### config.mk
export PLATFORM = sky130hd
export DESIGN_NAME = can_message_ring_queue
export DESIGN_NICKNAME = d
export VERILOG_FILES = /design/src/design/cmrq_pkg.sv /design/src/design/can_message_ring_queue.sv /design/src/design/cmrq_ram.sv
export SDC_FILE = /design/constraint.sdc
export NUM_CORES = 2
export LEC_CHECK = 0
export BUFFER_PORTS_ARGS = -buffer_cell sky130_fd_sc_hd__clkbuf_2
export CORE_ASPECT_RATIO = 1.75
export CORE_UTILIZATION = 45
export CTS_CLUSTER_SIZE = 16
export DETAILED_ROUTE_END_ITERATION = 8
export PLACE_DENSITY_LB_ADDON = 0.25
export SLEW_MARGIN = 20
export SYNTH_ARGS = -nofsm -noshare
export SYNTH_HDL_FRONTEND = slang
export SYNTH_SLANG_ARGS = --single-unit
### constraint.sdc
create_clock -name i_clk -period 9.5 [get_ports i_clk]
set_clock_uncertainty 0.2 [all_clocks]
set_input_delay 0.475 -clock i_clk [delete_from_list [all_inputs] [get_ports i_clk]]
set_output_delay 0.475 -clock i_clk [all_outputs]
set_load 0.1 [all_outputs]
### src/design/cmrq_pkg.sv
`timescale 1ns / 1ps
// ----------------------------------------------------------------------------
// cmrq_pkg - shared types, constants and helpers of the CAN message ring queue
// Field widths, frame type and operation codes, slot word layout and the
// payload byte mask used when a data frame is stored.
// ----------------------------------------------------------------------------
package cmrq_pkg;

    // Field widths
    localparam int FUNC_W  = 1;
    localparam int TYPE_W  = 3;
    localparam int ID_W    = 29;
    localparam int LEN_W   = 4;
    localparam int DATA_W  = 64;

    // Default ring depth
    localparam int DEPTH_DEF = 16;

    // Largest payload byte count
    localparam logic [LEN_W-1:0] MAX_BYTES = 4'd8;
    localparam int               NUM_BYTES = DATA_W / 8;

    // Operation codes
    localparam logic [FUNC_W-1:0] FUNC_PUSH = 1'b0;
    localparam logic [FUNC_W-1:0] FUNC_POP  = 1'b1;

    // Frame type codes
    localparam logic [TYPE_W-1:0] TYPE_NONE       = 3'd0;
    localparam logic [TYPE_W-1:0] TYPE_DATA_STD   = 3'd1;
    localparam logic [TYPE_W-1:0] TYPE_DATA_EXT   = 3'd2;
    localparam logic [TYPE_W-1:0] TYPE_REMOTE_STD = 3'd3;
    localparam logic [TYPE_W-1:0] TYPE_REMOTE_EXT = 3'd4;

    // Status codes
    localparam logic STATUS_OK   = 1'b0;
    localparam logic STATUS_FAIL = 1'b1;

    // One stored message
    typedef struct packed {
        logic [TYPE_W-1:0] msg_type;
        logic [ID_W-1:0]   id;
        logic [LEN_W-1:0]  length;
        logic [DATA_W-1:0] data;
    } t_slot;

    localparam int SLOT_W = $bits(t_slot);

    function automatic logic is_data_frame(input logic [TYPE_W-1:0] t);
        return (t == TYPE_DATA_STD) || (t == TYPE_DATA_EXT);
    endfunction

    // Clamp a byte count to the payload size
    function automatic logic [LEN_W-1:0] sat_length(input logic [LEN_W-1:0] len);
        return (len > MAX_BYTES) ? MAX_BYTES : len;
    endfunction

    // Keep bytes below the (saturated) length
    function automatic logic [DATA_W-1:0] byte_mask(input logic [LEN_W-1:0] len);
        logic [DATA_W-1:0] mask;
        mask = '0;
        for (int i = 0; i < NUM_BYTES; i++) begin
            if (LEN_W'(i) < len) begin
                mask[8*i +: 8] = 8'hFF;
            end
        end
        return mask;
    endfunction

endpackage

### src/design/can_message_ring_queue.sv
`timescale 1ns / 1ps
// ----------------------------------------------------------------------------
// can_message_ring_queue - ring of CAN message slots with push and pop
// Each command pushes a message at the write pointer or pops one at the read
// pointer; occupancy is kept per slot.
// ----------------------------------------------------------------------------
// Usage:
//   Command channel: drive i_func and the message fields with start high; an
//   item is taken at each rising edge with start high and busy low. busy is
//   never raised, so one item can be taken in every cycle.
//   Result channel: o_done is high for exactly one cycle with o_status and the
//   popped message fields. Failed commands and pushes return zero fields.
//   Each item passes the input register, then the slot update and RAM read
//   into the result. Throughput is one item per cycle; each item touches one
//   slot and one pointer.
//   Slots live in one RAM with a registered read port; a per-slot occupied
//   flag decides success, so the RAM needs no clearing.
//   Reset (synchronous, active low) empties all slots, zeroes both pointers
//   and drops any item in flight. The receiver cannot stall: every result is
//   shown for one cycle only and must be taken then.
// ----------------------------------------------------------------------------
module can_message_ring_queue #(
    parameter int DEPTH = cmrq_pkg::DEPTH_DEF
) (
    input  logic                         i_clk,
    input  logic                         i_rst_n,
    input  logic                         start,
    output logic                         busy,
    input  logic [cmrq_pkg::FUNC_W-1:0]  i_func,
    input  logic [cmrq_pkg::TYPE_W-1:0]  i_in_type,
    input  logic [cmrq_pkg::ID_W-1:0]    i_in_id,
    input  logic [cmrq_pkg::LEN_W-1:0]   i_in_length,
    input  logic [cmrq_pkg::DATA_W-1:0]  i_in_data,
    output logic                         o_done,
    output logic                         o_status,
    output logic [cmrq_pkg::TYPE_W-1:0]  o_out_type,
    output logic [cmrq_pkg::ID_W-1:0]    o_out_id,
    output logic [cmrq_pkg::LEN_W-1:0]   o_out_length,
    output logic [cmrq_pkg::DATA_W-1:0]  o_out_data
);

    localparam int IDX_W = $clog2(DEPTH);
    localparam logic [IDX_W-1:0] LAST_IDX = IDX_W'(DEPTH - 1);

    // Input register
    logic                           r_b_vld;
    logic [cmrq_pkg::FUNC_W-1:0]    r_b_func;
    logic [cmrq_pkg::TYPE_W-1:0]    r_b_type;
    logic [cmrq_pkg::ID_W-1:0]      r_b_id;
    logic [cmrq_pkg::LEN_W-1:0]     r_b_len;
    logic [cmrq_pkg::DATA_W-1:0]    r_b_data;

    // Queue state
    logic [DEPTH-1:0] r_occ, n_occ;
    logic [IDX_W-1:0] r_wr_idx, n_wr_idx;
    logic [IDX_W-1:0] r_rd_idx, n_rd_idx;

    // Result register
    logic r_c_vld;
    logic r_c_status;
    logic r_c_pop;

    logic               accept;
    logic               push_ok;
    logic               pop_ok;
    logic               is_push;
    logic               is_pop;
    logic [cmrq_pkg::LEN_W-1:0] sat_len;
    cmrq_pkg::t_slot    wr_slot;
    cmrq_pkg::t_slot    rd_slot;
    logic [cmrq_pkg::SLOT_W-1:0] rd_word;

    assign busy   = 1'b0;
    assign accept = start && !busy;

    // Capture the command
    always_ff @(posedge i_clk) begin
        if (!i_rst_n) begin
            r_b_vld <= 1'b0;
        end else begin
            r_b_vld <= accept;
        end
        if (accept) begin
            r_b_func <= i_func;
            r_b_type <= i_in_type;
            r_b_id   <= i_in_id;
            r_b_len  <= i_in_length;
            r_b_data <= i_in_data;
        end
    end

    // Decide the command against slot occupancy
    assign is_push = r_b_vld && (r_b_func == cmrq_pkg::FUNC_PUSH);
    assign is_pop  = r_b_vld && (r_b_func == cmrq_pkg::FUNC_POP);
    assign push_ok = is_push && !r_occ[r_wr_idx];
    assign pop_ok  = is_pop && r_occ[r_rd_idx];

    // Build the stored slot word
    assign sat_len          = cmrq_pkg::sat_length(r_b_len);
    assign wr_slot.msg_type = r_b_type;
    assign wr_slot.id       = r_b_id;
    assign wr_slot.length   = sat_len;
    assign wr_slot.data     = r_b_data & cmrq_pkg::byte_mask(sat_len);

    // Update occupancy and pointers
    always_comb begin
        n_occ    = r_occ;
        n_wr_idx = r_wr_idx;
        n_rd_idx = r_rd_idx;
        if (push_ok) begin
            n_occ[r_wr_idx] = (r_b_type != cmrq_pkg::TYPE_NONE);
            n_wr_idx = (r_wr_idx == LAST_IDX) ? '0 : r_wr_idx + 1'b1;
        end
        if (pop_ok) begin
            n_occ[r_rd_idx] = 1'b0;
            n_rd_idx = (r_rd_idx == LAST_IDX) ? '0 : r_rd_idx + 1'b1;
        end
    end

    // Hold queue state and result flags
    always_ff @(posedge i_clk) begin
        if (!i_rst_n) begin
            r_occ      <= '0;
            r_wr_idx   <= '0;
            r_rd_idx   <= '0;
            r_c_vld    <= 1'b0;
            r_c_status <= cmrq_pkg::STATUS_OK;
            r_c_pop    <= 1'b0;
        end else begin
            r_occ      <= n_occ;
            r_wr_idx   <= n_wr_idx;
            r_rd_idx   <= n_rd_idx;
            r_c_vld    <= r_b_vld;
            r_c_status <= (push_ok || pop_ok) ? cmrq_pkg::STATUS_OK
                                              : cmrq_pkg::STATUS_FAIL;
            r_c_pop    <= pop_ok;
        end
    end

    // Slot storage
    cmrq_ram #(
        .WIDTH (cmrq_pkg::SLOT_W),
        .DEPTH (DEPTH)
    ) u_slot_ram (
        .i_clk     (i_clk),
        .i_wr_en   (push_ok),
        .i_wr_addr (r_wr_idx),
        .i_wr_data (wr_slot),
        .i_rd_en   (pop_ok),
        .i_rd_addr (r_rd_idx),
        .o_rd_data (rd_word)
    );

    assign rd_slot = rd_word;

    // Drive the result, zero unless a pop succeeded
    assign o_done       = r_c_vld;
    assign o_status     = r_c_status;
    assign o_out_type   = r_c_pop ? rd_slot.msg_type : '0;
    assign o_out_id     = r_c_pop ? rd_slot.id : '0;
    assign o_out_length = (r_c_pop && cmrq_pkg::is_data_frame(rd_slot.msg_type))
                          ? rd_slot.length : '0;
    assign o_out_data   = (r_c_pop && cmrq_pkg::is_data_frame(rd_slot.msg_type))
                          ? rd_slot.data : '0;

    // A failed command returns an empty message
    a_fail_empty: assert property (@(posedge i_clk) disable iff (!i_rst_n)
        (o_done && o_status == cmrq_pkg::STATUS_FAIL) |->
        (o_out_type == cmrq_pkg::TYPE_NONE && o_out_id == '0 &&
         o_out_length == '0 && o_out_data == '0))
        else $error("failed command returned message fields");

    // A successful pop always returns an occupied slot
    a_pop_type: assert property (@(posedge i_clk) disable iff (!i_rst_n)
        (o_done && r_c_pop) |-> (o_out_type != cmrq_pkg::TYPE_NONE))
        else $error("pop returned an empty slot");

    // Only data frames carry a length
    a_len_data: assert property (@(posedge i_clk) disable iff (!i_rst_n)
        (o_done && o_out_length != '0) |->
        (o_out_type == cmrq_pkg::TYPE_DATA_STD || o_out_type == cmrq_pkg::TYPE_DATA_EXT))
        else $error("length returned for a non-data frame");

    // Pointers stay inside the ring
    a_idx_range: assert property (@(posedge i_clk) disable iff (!i_rst_n)
        (r_wr_idx <= LAST_IDX) && (r_rd_idx <= LAST_IDX))
        else $error("ring pointer out of range");

endmodule

### src/design/cmrq_ram.sv
`timescale 1ns / 1ps
// ----------------------------------------------------------------------------
// cmrq_ram - generic single-write, single-read RAM
// One write port and one read port; read data is registered.
// ----------------------------------------------------------------------------
module cmrq_ram #(
    parameter int WIDTH = cmrq_pkg::SLOT_W,
    parameter int DEPTH = cmrq_pkg::DEPTH_DEF
) (
    input  logic                     i_clk,
    input  logic                     i_wr_en,
    input  logic [$clog2(DEPTH)-1:0] i_wr_addr,
    input  logic [WIDTH-1:0]         i_wr_data,
    input  logic                     i_rd_en,
    input  logic [$clog2(DEPTH)-1:0] i_rd_addr,
    output logic [WIDTH-1:0]         o_rd_data
);

    logic [WIDTH-1:0] r_mem [DEPTH];
    logic [WIDTH-1:0] r_rd_data;

    // Write and registered read
    always_ff @(posedge i_clk) begin
        if (i_wr_en) begin
            r_mem[i_wr_addr] <= i_wr_data;
        end
        if (i_rd_en) begin
            r_rd_data <= r_mem[i_rd_addr];
        end
    end

    assign o_rd_data = r_rd_data;

endmodule

==> impl_results.md <==
* Internal at 0.01276 W
* First-pass GRT wire length at about 240,000 um
* Final nets at approximately 3,300
* Clock-pin slew on the worst setup and hold paths at around 0.06 ns
* Top_reg_cell synth: edfxtp_1
* DRT iter0 DRCs at 3,249
* Layout cell share with drive strength beyond 1 at 31.27%
* CP Launch Type: flop
* Row count at 190
* Port bufs at 205
* FF+latch count, synth at ~1,800
* Worst Path Arrival at between 3 and 4 ns
* Design area at around 0.08 sq mm
* Initial Utilization at 45.25%
* Sw Share at 20.37%
* Wire per inst at 30.28 um
* Core area at roughly 0.15 sq mm
* First-pass DRT Iterations at 5
* Post-Synthesis Net Count at 2,924
* Final setup violation count at 0
* Relative slew slack at 18.99%
* Max_cap viols at 0
* Combinational power share at 2.3%
* Crit. End Element: output pin
* Via density at ~5.8
* Clock network fraction of design power at 41.0%
* HPWL Detailed at 82,530 um
* Die height at between 500 and 600 um
* CTS H-tree lvls at 4
* Fin crit share at 48.37%
* Seq pwr share at between 50% and 60%
* Psw at approximately 0.0033 W
* WP data required at 8.83 ns
* Status: finished, final reports clean
* CTS Buf Count at 161
* All-Layer GR Usage at 21.20%
* Final slew viol count at 0
* Synthesized area per cell at 24.60 sq um
* Fraction of registers with async set/reset at 0%
* Final total power at 0.01602 W
* Vias in the first global route at 33,320
* Initial antenna violation count at 7
* Setup TNS at 0 ns
* RSZ-0062 raised after global routing: false
* Total Die Area at 0.1554 sq mm
* Root Buffer: clkbuf_16
* ANT nets after route at 0
* Vias at ~31,000
* Number of enable flip-flop cells after synthesis at 1,801
* Power Dens Cells at 203.1 mW/mm^2
* Skew-Pair Late Insertion Delay at 0.80 ns
* Die W at 298.4 um
* Area delta synth->final at 14.03%
* Commonest non-fill, non-tap cell in the layout: edfxtp_1
* Hold crit path type: in -> reg
* Most frequent cells in the layout: 1,801 x edfxtp_1, 500 x mux4_2, 204 x clkbuf_2
* CTS tree: yes
* Max Clk Rate at between 200 and 250 MHz
* Distinct cells, synth at 55
* Fillers at around 12,000
* CP Class: reg -> out
* Placed cell area at 0.07252 sq mm
* Hold Violations, Final at 0
* Peak VDD IR at about 170 uV
* Cells after Synth at 2,812
* Largest net degree at the start of global routing at between 150 and 200
* Pleak at 24.42 nW
* Final wirelength at approximately 160,000 um
* Routability cong. at 0.7913
* CTS Sinks at 1,829
* Seq/Total Area, Yosys at around four fifths
* Yosys warning count at 0
* Deepest clock path buffer count at 3
* Post-layout minimum cycle time at 4.595 ns
* Netlist Area Pre-Place at 0.06917 sq mm
* # DRC at 0
* Worst-Margin Slew at 1.215 ns
* Worst Path Max Fanout at 38
* GR Overflow Total at 0
* IO Pins at 207
-- registers in the layout (all words and copies together), names as in the netlist, 3 cells and up --
name and cells:
u_slot_ram.r_mem 1600, u_slot_ram.o_rd_data 100, r_b_data 64, r_b_id 29, r_occ 16, r_b_len 4
r_rd_idx 4, r_wr_idx 4, r_b_type 3
-- kinds of logic after synthesis --
logic type / Yosys count / synth area share (%)
DFF: 1829 / 78.99
muxes: 536 / 16.95
and+or+nand+nor: 245 / 2.227
buffers and inverters: 149 / 1.188
AOI/OAI and AO/OA: 43 / 0.4739
adders and majority gates: 8 / 0.1447
other: 1 / 0.005421
xor gates and xnor gates: 1 / 0.01266
-- final cells by class --
type | instances | area (sq um) | share of cell area [%]
clock inverter | 113 | 1142 | 1.448
sequential | 1829 | 54650 | 69.29
timing repair buffer | 365 | 2566 | 3.253
antenna | 2 | 5.005 | 0.006345
multi-input combinational | 834 | 13790 | 17.49
tap | 2016 | 2522 | 3.198
inverter | 9 | 46.29 | 0.05869
clock buffer | 185 | 4150 | 5.262
-- what timing repair did --
| item | in CTS | in global routing |
|---|---|---|
| resized for setup | 0 | 0 |
| hold buffers | 102 | 0 |
| buffers inserted | 0 | 0 |
| setup endpoints to repair | 0 | 0 |
| endpoints found under the hold margin | 109 | 0 |
-- synthesized netlist by cell type, types with 2 or more instances --
library cell	number	share of area, %
edfxtp_1	1801	78
mux4_2	500	16
and2_1	116	1.0
nor2b_1	61	0.55
clkbuf_1	52	0.28
buf_2	39	0.28
buf_4	39	0.42
dfxtp_1	28	0.81
mux2i_1	23	0.33
a211oi_1	13	0.14
nand2_1	12	0.065
and3_1	10	0.090
buf_6	9	0.15
nand3_1	9	0.065
ha_1	8	0.14
inv_1	7	0.038
mux2_2	7	0.11
mux4_1	6	0.23
nand2b_1	6	0.054
nor2_1	6	0.033
a21oi_1	5	0.036
o21ai_0	5	0.036
and2_2	4	0.043
nor3_1	4	0.029
nor3b_1	4	0.043
a311oi_1	2	0.025
a31oi_1	2	0.018
nand3b_1	2	0.022
nor4_1	2	0.018
o2111a_1	2	0.033
o21a_1	2	0.022
o22ai_1	2	0.018
or3_1	2	0.018
-- worst paths after layout --
kind / depth (start not counted) / start / slack [ns] / endpoint
max: 6 / r_c_pop / 4.90 / o_out_data[34]
min: 1 / start / 0.07 / r_b_data[12]
max reg2reg: 5 / r_rd_idx[0] / 5.04 / u_slot_ram.o_rd_data[40]
min reg2reg: 2 / r_occ[11] / 0.38 / r_occ[11]
-- worst max-delay path, cell delays in order (launching register included) --
cell	delay, ns
dfxtp_1	0.31
buf_4	0.32
nor3b_2	0.23
buf_4	0.54
buf_4	0.63
and2_1	0.45
clkbuf_2	0.53
-- power by group through the flow --
stage / registers (W) / logic (W) / clock network, W
2_1_floorplan: 0.00922 / 0.000204 / 0
4_1_cts: 0.00908 / 0.000371 / 0.00669
6_report: 0.00908 / 0.000366 / 0.00657
3_3_place_gp: 0.00925 / 0.000316 / 0
3_5_place_dp: 0.00926 / 0.000336 / 0
5_1_grt: 0.00909 / 0.000397 / 0.00699
-- stage by stage --
step / setup slack [ns] / instances / hold WS, ns / utilization, %
after detailed placement: 4.927 / 4950 / 0.3677 / 47.44
after floorplan: 2.004 / 2812 / 0.2877 / -
final: 4.905 / 5353 / 0.06670 / 51.60
after global placement: 4.966 / 4949 / 0.3644 / 47.43
after global routing: 4.610 / 5352 / 0.06116 / 51.60
after CTS: 4.735 / 5350 / 0.04455 / 51.57
-- routing by layer --
metal	up-vias	track usage [%]	routed length (um)
met5	-	0	0
met1	17060	27.97	64840
met2	1056	37.12	85810
li1	12790	-	-
met3	231	2.710	7832
met4	0	5.731	3584
(Power assumes the default switching activity.)
